File: src/hw/rtl/ale_pkg.sv
`timescale 1ns / 1ps
`default_nettype none
// ----------------------------------------------------------------------------
// Array list engine package
// Field widths, operation codes and the command and status bundles that
// join the controller and the datapath.
// ----------------------------------------------------------------------------
package ale_pkg;

    localparam int MODE_W = 3;
    localparam int POS_W  = 6;
    localparam int DATA_W = 32;
    localparam int LEN_W  = 6;

    localparam logic [MODE_W-1:0] MODE_CLEAR  = 3'd0;
    localparam logic [MODE_W-1:0] MODE_GET    = 3'd1;
    localparam logic [MODE_W-1:0] MODE_LOCATE = 3'd2;
    localparam logic [MODE_W-1:0] MODE_INSERT = 3'd3;
    localparam logic [MODE_W-1:0] MODE_DELETE = 3'd4;

    // Commands from the controller to the datapath.
    typedef struct packed {
        logic load;          // latch a new request
        logic decode;        // set ok, clear read value and found position
        logic clr_count;
        logic inc_count;
        logic dec_count;
        logic ptr_load_pos;  // pointer <= position - 1
        logic ptr_load_cnt;  // pointer <= length - 1
        logic ptr_load_zero;
        logic issue;         // read at the pointer, then step it
        logic dir_up;        // step the pointer up rather than down
        logic shift_wr;      // write the last read entry one place over
        logic shift_up;      // that place is above rather than below
        logic wr_value;      // write the request value at position - 1
        logic capture;       // keep the last read entry as read value
        logic found_rec;     // keep the last read place as found position
    } ale_cmd_t;

    // Status from the datapath to the controller.
    typedef struct packed {
        logic [MODE_W-1:0] mode;
        logic get_ok;        // position addresses a stored entry
        logic ins_ok;        // room left and position within length + 1
        logic ins_tail;      // insert at the end, nothing to move
        logic del_more;      // entries above the deleted one
        logic count_zero;
        logic ptr_last_cnt;  // pointer at the top entry
        logic ptr_last_pos;  // pointer at position - 1
        logic hit;           // last read entry equals the request value
    } ale_stat_t;

endpackage : ale_pkg
`default_nettype wire

File: src/hw/rtl/ale_ctrl.sv
`timescale 1ns / 1ps
`default_nettype none
// ----------------------------------------------------------------------------
// Array list engine controller
// Sequences decode, scan and shift steps and raises the result strobe.
// ----------------------------------------------------------------------------
module ale_ctrl
    import ale_pkg::*;
(
    input  wire logic      clk,
    input  wire logic      rst_n,
    input  wire logic      start,
    input  wire ale_stat_t stat,
    output ale_cmd_t       cmd,
    output logic           busy,
    output logic           done
);

    localparam logic [3:0] S_IDLE      = 4'd0;
    localparam logic [3:0] S_DECODE    = 4'd1;
    localparam logic [3:0] S_RD_ISSUE  = 4'd2;
    localparam logic [3:0] S_GET_CAPT  = 4'd3;
    localparam logic [3:0] S_DEL_CAPT  = 4'd4;
    localparam logic [3:0] S_DEL_MOVE  = 4'd5;
    localparam logic [3:0] S_DEL_LAST  = 4'd6;
    localparam logic [3:0] S_LOC_RUN   = 4'd7;
    localparam logic [3:0] S_LOC_TAIL  = 4'd8;
    localparam logic [3:0] S_INS_MOVE  = 4'd9;
    localparam logic [3:0] S_INS_LAST  = 4'd10;
    localparam logic [3:0] S_INS_WRITE = 4'd11;
    localparam logic [3:0] S_DONE      = 4'd12;

    logic [3:0] state_reg;
    logic [3:0] state_next;

    always_ff @(posedge clk or negedge rst_n)
    begin
        if (!rst_n)
        begin
            state_reg <= S_IDLE;
        end
        else
        begin
            state_reg <= state_next;
        end
    end

    always_comb
    begin
        cmd        = '0;
        state_next = state_reg;
        case (state_reg)
            S_IDLE, S_DONE:
            begin
                if (start)
                begin
                    cmd.load   = 1'b1;
                    state_next = S_DECODE;
                end
                else
                begin
                    state_next = S_IDLE;
                end
            end
            S_DECODE:
            begin
                cmd.decode = 1'b1;
                state_next = S_DONE;
                case (stat.mode)
                    MODE_CLEAR:
                    begin
                        cmd.clr_count = 1'b1;
                    end
                    MODE_GET, MODE_DELETE:
                    begin
                        if (stat.get_ok)
                        begin
                            cmd.ptr_load_pos = 1'b1;
                            state_next       = S_RD_ISSUE;
                        end
                    end
                    MODE_LOCATE:
                    begin
                        if (!stat.count_zero)
                        begin
                            cmd.ptr_load_zero = 1'b1;
                            state_next        = S_LOC_RUN;
                        end
                    end
                    MODE_INSERT:
                    begin
                        if (stat.ins_ok && stat.ins_tail)
                        begin
                            state_next = S_INS_WRITE;
                        end
                        else if (stat.ins_ok)
                        begin
                            cmd.ptr_load_cnt = 1'b1;
                            state_next       = S_INS_MOVE;
                        end
                    end
                    default:
                    begin
                        state_next = S_DONE;
                    end
                endcase
            end
            S_RD_ISSUE:
            begin
                cmd.issue  = 1'b1;
                cmd.dir_up = 1'b1;
                state_next = (stat.mode == MODE_GET) ? S_GET_CAPT : S_DEL_CAPT;
            end
            S_GET_CAPT:
            begin
                cmd.capture = 1'b1;
                state_next  = S_DONE;
            end
            S_DEL_CAPT:
            begin
                cmd.capture = 1'b1;
                if (stat.del_more)
                begin
                    cmd.issue  = 1'b1;
                    cmd.dir_up = 1'b1;
                    state_next = stat.ptr_last_cnt ? S_DEL_LAST : S_DEL_MOVE;
                end
                else
                begin
                    cmd.dec_count = 1'b1;
                    state_next    = S_DONE;
                end
            end
            S_DEL_MOVE:
            begin
                cmd.issue    = 1'b1;
                cmd.dir_up   = 1'b1;
                cmd.shift_wr = 1'b1;
                if (stat.ptr_last_cnt)
                begin
                    state_next = S_DEL_LAST;
                end
            end
            S_DEL_LAST:
            begin
                cmd.shift_wr  = 1'b1;
                cmd.dec_count = 1'b1;
                state_next    = S_DONE;
            end
            S_LOC_RUN:
            begin
                cmd.issue  = 1'b1;
                cmd.dir_up = 1'b1;
                if (stat.hit)
                begin
                    cmd.found_rec = 1'b1;
                    state_next    = S_DONE;
                end
                else if (stat.ptr_last_cnt)
                begin
                    state_next = S_LOC_TAIL;
                end
            end
            S_LOC_TAIL:
            begin
                cmd.found_rec = stat.hit;
                state_next    = S_DONE;
            end
            S_INS_MOVE:
            begin
                cmd.issue    = 1'b1;
                cmd.shift_wr = 1'b1;
                cmd.shift_up = 1'b1;
                if (stat.ptr_last_pos)
                begin
                    state_next = S_INS_LAST;
                end
            end
            S_INS_LAST:
            begin
                cmd.shift_wr = 1'b1;
                cmd.shift_up = 1'b1;
                state_next   = S_INS_WRITE;
            end
            S_INS_WRITE:
            begin
                cmd.wr_value  = 1'b1;
                cmd.inc_count = 1'b1;
                state_next    = S_DONE;
            end
            default:
            begin
                state_next = S_IDLE;
            end
        endcase
    end

    assign busy = !(state_reg inside {S_IDLE, S_DONE});
    assign done = (state_reg == S_DONE);

endmodule : ale_ctrl
`default_nettype wire

File: src/hw/rtl/ale_dpath.sv
`timescale 1ns / 1ps
`default_nettype none
// ----------------------------------------------------------------------------
// Array list engine datapath
// Element memory, length counter, scan pointer and result registers.
// ----------------------------------------------------------------------------
module ale_dpath
    import ale_pkg::*;
#(
    parameter int CAPACITY = 32
)
(
    input  wire logic                     clk,
    input  wire logic                     rst_n,
    input  wire ale_cmd_t                 cmd,
    input  wire logic [MODE_W-1:0]        mode,
    input  wire logic [POS_W-1:0]         position,
    input  wire logic signed [DATA_W-1:0] item_value,
    output ale_stat_t                     stat,
    output logic                          ok,
    output logic signed [DATA_W-1:0]      read_value,
    output logic [LEN_W-1:0]              found_position,
    output logic [LEN_W-1:0]              list_length
);

    localparam int AW = $clog2(CAPACITY);
    localparam int CW = $clog2(CAPACITY + 1);
    localparam int WW = ((CW > POS_W) ? CW : POS_W) + 1;

    logic [MODE_W-1:0]        mode_reg;
    logic [POS_W-1:0]         pos_reg;
    logic signed [DATA_W-1:0] value_reg;
    logic [CW-1:0]            count_reg;
    logic [AW-1:0]            ptr_reg;
    logic [AW-1:0]            tag_reg;
    logic                     rvalid_reg;
    logic signed [DATA_W-1:0] mem_q_reg;
    logic                     ok_reg;
    logic signed [DATA_W-1:0] rdval_reg;
    logic [LEN_W-1:0]         found_reg;

    logic signed [DATA_W-1:0] mem [CAPACITY];

    logic [WW-1:0]            pos_w;
    logic [WW-1:0]            cnt_w;
    logic [WW-1:0]            pos_m1_w;
    logic [WW-1:0]            cnt_m1_w;
    logic [WW-1:0]            tag_p1_w;
    logic                     op_ok;
    logic                     we;
    logic [AW-1:0]            waddr;
    logic signed [DATA_W-1:0] wdata;

    assign pos_w    = WW'(pos_reg);
    assign cnt_w    = WW'(count_reg);
    assign pos_m1_w = pos_w - WW'(1);
    assign cnt_m1_w = cnt_w - WW'(1);
    assign tag_p1_w = WW'(tag_reg) + WW'(1);

    always_comb
    begin
        stat.mode         = mode_reg;
        stat.get_ok       = (pos_w != '0) && (pos_w <= cnt_w);
        stat.ins_ok       = (cnt_w < WW'(CAPACITY)) && (pos_w != '0)
                            && (pos_w <= cnt_w + WW'(1));
        stat.ins_tail     = (pos_w == cnt_w + WW'(1));
        stat.del_more     = (pos_w != cnt_w);
        stat.count_zero   = (count_reg == '0);
        stat.ptr_last_cnt = (ptr_reg == cnt_m1_w[AW-1:0]);
        stat.ptr_last_pos = (ptr_reg == pos_m1_w[AW-1:0]);
        stat.hit          = rvalid_reg && (mem_q_reg == value_reg);
    end

    always_comb
    begin
        case (mode_reg)
            MODE_CLEAR, MODE_LOCATE: op_ok = 1'b1;
            MODE_GET, MODE_DELETE:   op_ok = stat.get_ok;
            MODE_INSERT:             op_ok = stat.ins_ok;
            default:                 op_ok = 1'b0;
        endcase
    end

    // Request latch.
    always_ff @(posedge clk)
    begin
        if (cmd.load)
        begin
            mode_reg  <= mode;
            pos_reg   <= position;
            value_reg <= item_value;
        end
    end

    always_ff @(posedge clk or negedge rst_n)
    begin
        if (!rst_n)
        begin
            count_reg  <= '0;
            rvalid_reg <= 1'b0;
        end
        else
        begin
            rvalid_reg <= cmd.issue;
            if (cmd.clr_count)
            begin
                count_reg <= '0;
            end
            else if (cmd.inc_count)
            begin
                count_reg <= count_reg + CW'(1);
            end
            else if (cmd.dec_count)
            begin
                count_reg <= count_reg - CW'(1);
            end
        end
    end

    always_ff @(posedge clk)
    begin
        if (cmd.ptr_load_pos)
        begin
            ptr_reg <= pos_m1_w[AW-1:0];
        end
        else if (cmd.ptr_load_cnt)
        begin
            ptr_reg <= cnt_m1_w[AW-1:0];
        end
        else if (cmd.ptr_load_zero)
        begin
            ptr_reg <= '0;
        end
        else if (cmd.issue)
        begin
            ptr_reg <= cmd.dir_up ? ptr_reg + AW'(1) : ptr_reg - AW'(1);
        end
    end

    // Element memory: one write port, one registered read port.
    assign we    = (cmd.shift_wr && rvalid_reg) || cmd.wr_value;
    assign waddr = cmd.wr_value ? pos_m1_w[AW-1:0]
                 : (cmd.shift_up ? tag_reg + AW'(1) : tag_reg - AW'(1));
    assign wdata = cmd.wr_value ? value_reg : mem_q_reg;

    always_ff @(posedge clk)
    begin
        if (we)
        begin
            mem[waddr] <= wdata;
        end
        mem_q_reg <= mem[ptr_reg];
        tag_reg   <= ptr_reg;
    end

    // Result registers.
    always_ff @(posedge clk)
    begin
        if (cmd.decode)
        begin
            ok_reg    <= op_ok;
            rdval_reg <= '0;
            found_reg <= '0;
        end
        else
        begin
            if (cmd.capture)
            begin
                rdval_reg <= mem_q_reg;
            end
            if (cmd.found_rec)
            begin
                found_reg <= tag_p1_w[LEN_W-1:0];
            end
        end
    end

    assign ok             = ok_reg;
    assign read_value     = rdval_reg;
    assign found_position = found_reg;
    assign list_length    = cnt_w[LEN_W-1:0];

endmodule : ale_dpath
`default_nettype wire

File: src/hw/rtl/array_list_engine.sv
`timescale 1ns / 1ps
`default_nettype none
// ----------------------------------------------------------------------------
// Array list engine
// Ordered list of signed 32-bit values with clear, get, locate, insert and
// delete requests at 1-based positions.
// ----------------------------------------------------------------------------
// A request is taken on a clock edge with start high and busy low. Its single
// result is shown on ok, read_value, found_position and list_length for
// exactly one cycle while done is high; the receiver cannot stall it, so it
// must take the result in that cycle. busy is low during the done cycle, so
// the next request may be issued there. Clear and a failed request go from
// decode straight to done; get reads one entry, delete also shifts the
// entries above it down, insert shifts entries up first when any must move,
// and locate stops at its first hit. The element memory has a single read
// port and a single write port, and the scans and shifts stream one entry per
// cycle through it, so the list length sets the cost of locate, insert and
// delete. No clearing pass is needed after reset: only entries below the
// length are ever read, and those were written by an insert.
// ----------------------------------------------------------------------------
module array_list_engine
    import ale_pkg::*;
#(
    parameter int CAPACITY = 32
)
(
    input  wire logic                     clk,
    input  wire logic                     rst_n,
    input  wire logic                     start,
    output logic                          busy,
    input  wire logic [MODE_W-1:0]        mode,
    input  wire logic [POS_W-1:0]         position,
    input  wire logic signed [DATA_W-1:0] item_value,
    output logic                          done,
    output logic                          ok,
    output logic signed [DATA_W-1:0]      read_value,
    output logic [LEN_W-1:0]              found_position,
    output logic [LEN_W-1:0]              list_length
);

    // Command and status bundles between the sequencer and the datapath.
    ale_cmd_t  cmd;
    ale_stat_t stat;

    // The controller owns all sequencing: decode, the pipelined scan for
    // locate and the streaming shifts for insert and delete.
    ale_ctrl u_ctrl (
        .clk   (clk),
        .rst_n (rst_n),
        .start (start),
        .stat  (stat),
        .cmd   (cmd),
        .busy  (busy),
        .done  (done)
    );

    // The datapath holds the element memory, the length and the results.
    ale_dpath #(
        .CAPACITY (CAPACITY)
    ) u_dpath (
        .clk            (clk),
        .rst_n          (rst_n),
        .cmd            (cmd),
        .mode           (mode),
        .position       (position),
        .item_value     (item_value),
        .stat           (stat),
        .ok             (ok),
        .read_value     (read_value),
        .found_position (found_position),
        .list_length    (list_length)
    );

    // An accepted request keeps the engine busy in the following cycle.
    a_busy_after_accept: assert property (@(posedge clk) disable iff (!rst_n)
        (start && !busy) |=> busy)
        else $error("engine not busy after accepting a request");

    // The result strobe lasts exactly one cycle.
    a_done_single: assert property (@(posedge clk) disable iff (!rst_n)
        done |=> !done)
        else $error("result strobe held longer than one cycle");

    // A failed request never reports a read value.
    a_fail_no_value: assert property (@(posedge clk) disable iff (!rst_n)
        (done && !ok) |-> (read_value == '0))
        else $error("failed request reports a read value");

    // A found position only comes with a successful locate.
    a_found_ok: assert property (@(posedge clk) disable iff (!rst_n)
        (done && (found_position != '0)) |-> ok)
        else $error("found position reported on a failed request");

    // The requester sees no change of the request latch while busy.
    a_busy_no_load: assert property (@(posedge clk) disable iff (!rst_n)
        busy |-> !cmd.load)
        else $error("request latched while busy");

endmodule : array_list_engine
`default_nettype wire

File: config.mk
export PLATFORM = sky130hd
export DESIGN_NAME = array_list_engine
export DESIGN_NICKNAME = d
export VERILOG_FILES = /design/src/hw/rtl/ale_pkg.sv /design/src/hw/rtl/ale_ctrl.sv /design/src/hw/rtl/ale_dpath.sv /design/src/hw/rtl/array_list_engine.sv
export SDC_FILE = /design/constraint.sdc
export NUM_CORES = 1
export LEC_CHECK = 0
export BUFFER_PORTS_ARGS = -buffer_cell sky130_fd_sc_hd__clkbuf_2
export CAP_MARGIN = 30
export CELL_PAD_IN_SITES_DETAIL_PLACEMENT = 1
export CELL_PAD_IN_SITES_GLOBAL_PLACEMENT = 1
export CORE_MARGIN = 2
export CORE_UTILIZATION = 50
export CTS_BUF_LIST = sky130_fd_sc_hd__clkbuf_16
export DETAILED_ROUTE_END_ITERATION = 12
export PLACE_DENSITY = 0.8
export SYNTH_ARGS = -nofsm -noshare
export SYNTH_HDL_FRONTEND = slang
export SYNTH_SLANG_ARGS = --single-unit
File: constraint.sdc
create_clock -name clk -period 4.87 [get_ports clk]
set_clock_uncertainty 0.15 [all_clocks]
set_input_delay 0.2435 -clock clk [delete_from_list [all_inputs] [get_ports clk]]
set_output_delay 0.2435 -clock clk [all_outputs]
set_load 0.01 [all_outputs]
==> results.md <==
| Stage | Quantity | Value |
|:---|:---|:---|
| power and ir drop | Int Power | 0.0227 W |
| setup path | CP Launch Point | u_ctrl.state_reg[3] |
| timing | Maximum operating frequency | 228 MHz |
| timing | Hold Worst Slack | 0.101 ns |
| drt | DR vias | 23700 |
| die | Die Span Y | 306 um |
| global route | Wire length of the first global-routing pass | 185000 um |
| finish | Number of flip-flops in the largest register | 1024 |
| finish | Share of cells above drive strength 1 | 29.4% |
| placed design | DP HPWL | 75900 um |
| synth | Per-instance average area after synthesis | 20.8 um2 |
| placed design | Setup slack after placement | 0.667 ns |
| die | Initial cell density of the core | 50.6% |
| power and ir drop | Highest ir drop seen on vdd | 415 uV |
| clocking | Maximum buffer depth of the clock tree | 3 |
| power and ir drop | Clk network pwr share | 24.6% |
| die | Top-Level Pins | 91 |
| clocking | Clock transition time at the flip-flop clock pins of the worst setup and hold paths | 0.07 ns |
| global route | Met2 layer usage reported by global route | 45.9% |
| global route | Vias in the first global route | 25000 |
| timing | Slew at the pin with the worst max-slew slack | 1.09 ns |
| power and ir drop | Net switching component of the power | 0.0120 W |
| global route | Layer with the highest usage | met2 |
| drt | DRC | 0 |
| drt | Overall routed net length | 128000 um |
| job | Max Cap Viol | 0 |
| setup path | CP max FO | 32 |
| drt | Mean number of vias per cell | 6.41 |
| setup path | Critical path launch point type | flip-flop |
| clocking | Number of buffers created by CTS | 113 |
| die | Die area | 0.0938 mm2 |
| finish | Area growth from synthesis to layout | 15.3% |
| synth | Number of unique standard cell types used by synthesis | 66 |
| timing | Unrepaired setup endpoints after global routing | false |
| power and ir drop | Combinational group share of total power | 35.2% |
| finish | Post-route design area | 0.0527 mm2 |
| synth | Number of synthesized register bits | 1157 |
| worst hold path | Launch instance of the worst min-delay path | position[5] |
| synth | Async SR Flop Fraction | 0.951% |
| power and ir drop | Power density relative to cell area | 660 mW/mm2 |
| worst hold path | Cell depth of the worst min-delay path | 2 |
| clocking | CTS Hold Bufs | 44 |
| timing | Worst-case headroom to the max-slew limit | 26.9% |
| setup path | Class of the most critical setup path | reg -> reg |
| setup path | Setup crit end kind | flip-flop |
| clocking | CTS tree | done |
| clocking | Number of sinks driven by the clock tree | 1157 |
| worst hold path | Hold/Removal Path Class | in -> reg |
| drt | First DRT Iteration DRCs | 2891 |
| power and ir drop | Net switching share of the total power | 34.6% |
| power and ir drop | P_leak | 17.3 nW |
| synth | Top-count cell post-synth | sky130_fd_sc_hd__edfxtp_1 |
| synth | Post-synthesis instance area | 0.0457 mm2 |
| setup path | Worst path slowest cell | sky130_fd_sc_hd__dfrtp_1 |
| finish | Final net count | 2504 |
| global route | Total GRT Usage | 27.7% |
| placed design | Input/output buffers | 90 |
| global route | Antenna violations before repair | 2 |
| synth | Most frequent cells after synthesis | sky130_fd_sc_hd__edfxtp_1 (1071), sky130_fd_sc_hd__mux4_2 (320), sky130_fd_sc_hd__nand2_1 (131) |
| clocking | H-tree lvl count | 3 |
| timing | Clock period minus worst slack | 4.40 ns |
| drt | DRT antenna net count | 0 |
| clocking | Clk_lat worst skew | 0.71 ns |
| placed design | Cell area reported after detailed placement | 0.0485 mm2 |
| setup path | FF-to-FF setup slack | 0.47 ns |
| timing | Endpoints failing setup | 0 |
| finish | Reg with most FFs | u_dpath.mem |
| timing | Worst path setup slack after routing | 0.474 ns |
| global route | GR Util met1 | 36.4% |
| synth | Number of enable-type register cells in the synthesized netlist | 1071 |
| setup path | CP max stage delay | 0.63 ns |
| clocking | Resize count post-CTS | 0 |
| clocking | Buffer count from post-CTS setup fixing | 0 |
| outcome | Outcome | completed |
| drt | First drt pass iteration count | 7 |
| die | Floorplan row count | 110 |
| die | DIE WIDTH | 306 um |
| global route | Total gr overflow | 0 |
| synth | Share of synthesized area occupied by flip-flops and latches | 74.3% |
| global route | Met3 track utilization from global routing | 5.45% |
| placed design | Gpl congestion | 0.863 |
| synth | Flip-flop cell with the highest count after synthesis | sky130_fd_sc_hd__edfxtp_1 |
| clocking | Root Buffer | sky130_fd_sc_hd__clkbuf_16 |
| timing | Total count of max-transition violations in the final report | 0 |
| setup path | Required time of the worst setup path | 5.08 ns |
| setup path | Logic depth of the worst register-to-register path | 11 |
| timing | Post-route clock period utilization | 90.3% |
| timing | Hold violation count in the final report | 0 |
| synth | Top cell type by total area after synthesis | sky130_fd_sc_hd__edfxtp_1 |
| global route | Pin count of the biggest net entering global routing | 69 |
| synth | Fraction of post-synthesis cell area in the top cell type by area | 70.4% |
| power and ir drop | Relative contribution of sequential cells to total power | 40.2% |
| setup path | Critical register-to-register path endpoint | u_dpath.mem[1][22] |
| synth | Cells after Synth | 2195 |
| die | Area of the core | 0.0903 mm2 |
| setup path | Cell-by-cell listing of the critical path | nand2b_1, or2_2, fa_1, a21o_1, a21oi_1, xor2_1, nand3_1, a21o_1, buf_4, a21oi_4, buf_12 |
| setup path | WP data arrival | 4.60 ns |
| synth | Number of nets in the synthesized netlist | 2270 |
| finish | Antenna diode instance count | 0 |
| finish | Fill cell instance count of the final layout | 7621 |
| synth | Top cells by area in the synthesized netlist | sky130_fd_sc_hd__edfxtp_1 (70%), sky130_fd_sc_hd__mux4_2 (16%), sky130_fd_sc_hd__dfxtp_1 (3.3%) |
| worst hold path | Hold Crit Endpoint | u_dpath.pos_reg[5] |
| setup path | Cell repeated most along the worst path | sky130_fd_sc_hd__a21o_1 |
| synth | Syn. warnings | 0 |
| setup path | Beginning of the worst register-to-register path | u_ctrl.state_reg[3] |
| drt | Final routed wire length divided by cell count | 34.5 um |
## routing by layer
layer	wire length (um)	part of all wire (%)
met1	48200	38
met2	64400	50
met3	10100	7.9
met4	5030	3.9
met5	26	0.020
## worst max-delay path: cells and delay by family (launching register included)
kind            cells  cell delay [ns]
compound gates      4             0.93
fa+ha+maj           1             0.43
simple gates        3             0.97
buf+inv             2             0.56
xor+xnor            1             0.34
flops               1             0.63
## logic make-up (layout without fill, tap and decap cells)
group                    after synthesis  in the layout  synth area share, %
adder cells (fa/ha/maj)               31             31                0.898
AND/OR/NAND/NOR                      297            297                 2.94
XOR/XNOR                              68             68                 1.43
buffers and inverters                134            466                 1.34
AO/OA/AOI/OAI                        119            119                 1.73
flip-flops                          1157           1157                 74.3
multiplexers                         389            389                 17.4
## how the worst max path moves through the flow
stage | endpoint | cells after the start
floorplan | u_dpath.mem[26][0] | 11
global placement | u_dpath.mem[10][7] | 10
detailed placement | u_dpath.mem[1][16] | 11
CTS | u_dpath.mem[13][15] | 11
global route | u_dpath.mem[10][7] | 10
finish | u_dpath.mem[1][22] | 11
## stage by stage
| step | utilization, % | instances | power (W) | setup TNS [ns] |
|---|---|---|---|---|
| floorplan | - | 2195 | 0.0212 | -191.45 |
| global placement | 53.6 | 3435 | 0.0253 | 0 |
| detailed placement | 53.8 | 3440 | 0.0260 | 0 |
| CTS | 58.2 | 3697 | 0.0347 | 0 |
| global route | 58.4 | 3703 | 0.0359 | 0 |
| finish | 58.4 | 3703 | 0.0348 | 0 |
## cell type report
type / count / area [um2] / share of cell area (%)
clock buffers: 117 / 2930 / 5.56
clock inverters: 96 / 662 / 1.26
inverters: 25 / 93.8 / 0.178
multi-input cells: 904 / 11400 / 21.6
flip-flops and latches: 1157 / 33900 / 64.4
well taps: 1176 / 1470 / 2.79
repair buffers: 228 / 2220 / 4.22
## placed cells by master (no fill, tap or decap), types with 6 or more instances in the layout
cell / n
sky130_fd_sc_hd__xnor2_1: 54
sky130_fd_sc_hd__bufinv_16: 8
sky130_fd_sc_hd__xor2_1: 10
sky130_fd_sc_hd__clkinv_2: 22
sky130_fd_sc_hd__clkbuf_2: 90
sky130_fd_sc_hd__nand4_1: 21
sky130_fd_sc_hd__o21ai_0: 20
sky130_fd_sc_hd__a31oi_1: 9
sky130_fd_sc_hd__clkinv_1: 16
sky130_fd_sc_hd__dfxtp_1: 75
sky130_fd_sc_hd__nand2_1: 131
sky130_fd_sc_hd__edfxtp_1: 1071
sky130_fd_sc_hd__nor3_1: 9
sky130_fd_sc_hd__a21oi_4: 14
sky130_fd_sc_hd__nor2b_1: 6
sky130_fd_sc_hd__clkinvlp_4: 7
sky130_fd_sc_hd__a21oi_1: 21
sky130_fd_sc_hd__inv_1: 58
sky130_fd_sc_hd__clkbuf_16: 117
sky130_fd_sc_hd__buf_4: 45
sky130_fd_sc_hd__nand3_1: 22
sky130_fd_sc_hd__buf_12: 39
sky130_fd_sc_hd__mux4_2: 320
sky130_fd_sc_hd__dlygate4sd3_1: 44
sky130_fd_sc_hd__dfrtp_1: 11
sky130_fd_sc_hd__mux2_2: 32
sky130_fd_sc_hd__ha_1: 28
sky130_fd_sc_hd__nor2_1: 61
sky130_fd_sc_hd__nor3_2: 13
sky130_fd_sc_hd__a21o_1: 11
sky130_fd_sc_hd__mux2i_1: 37
## power by group through the flow
stage / Combinational, W / Sequential, W / Clock, W
after global placement: 0.0112 / 0.0141 / 0
after global routing: 0.0128 / 0.0140 / 0.00897
final: 0.0122 / 0.0140 / 0.00855
after CTS: 0.0121 / 0.0140 / 0.00864
after detailed placement: 0.0118 / 0.0142 / 0
after floorplan: 0.00744 / 0.0138 / 0
(Power assumes the default switching activity.)
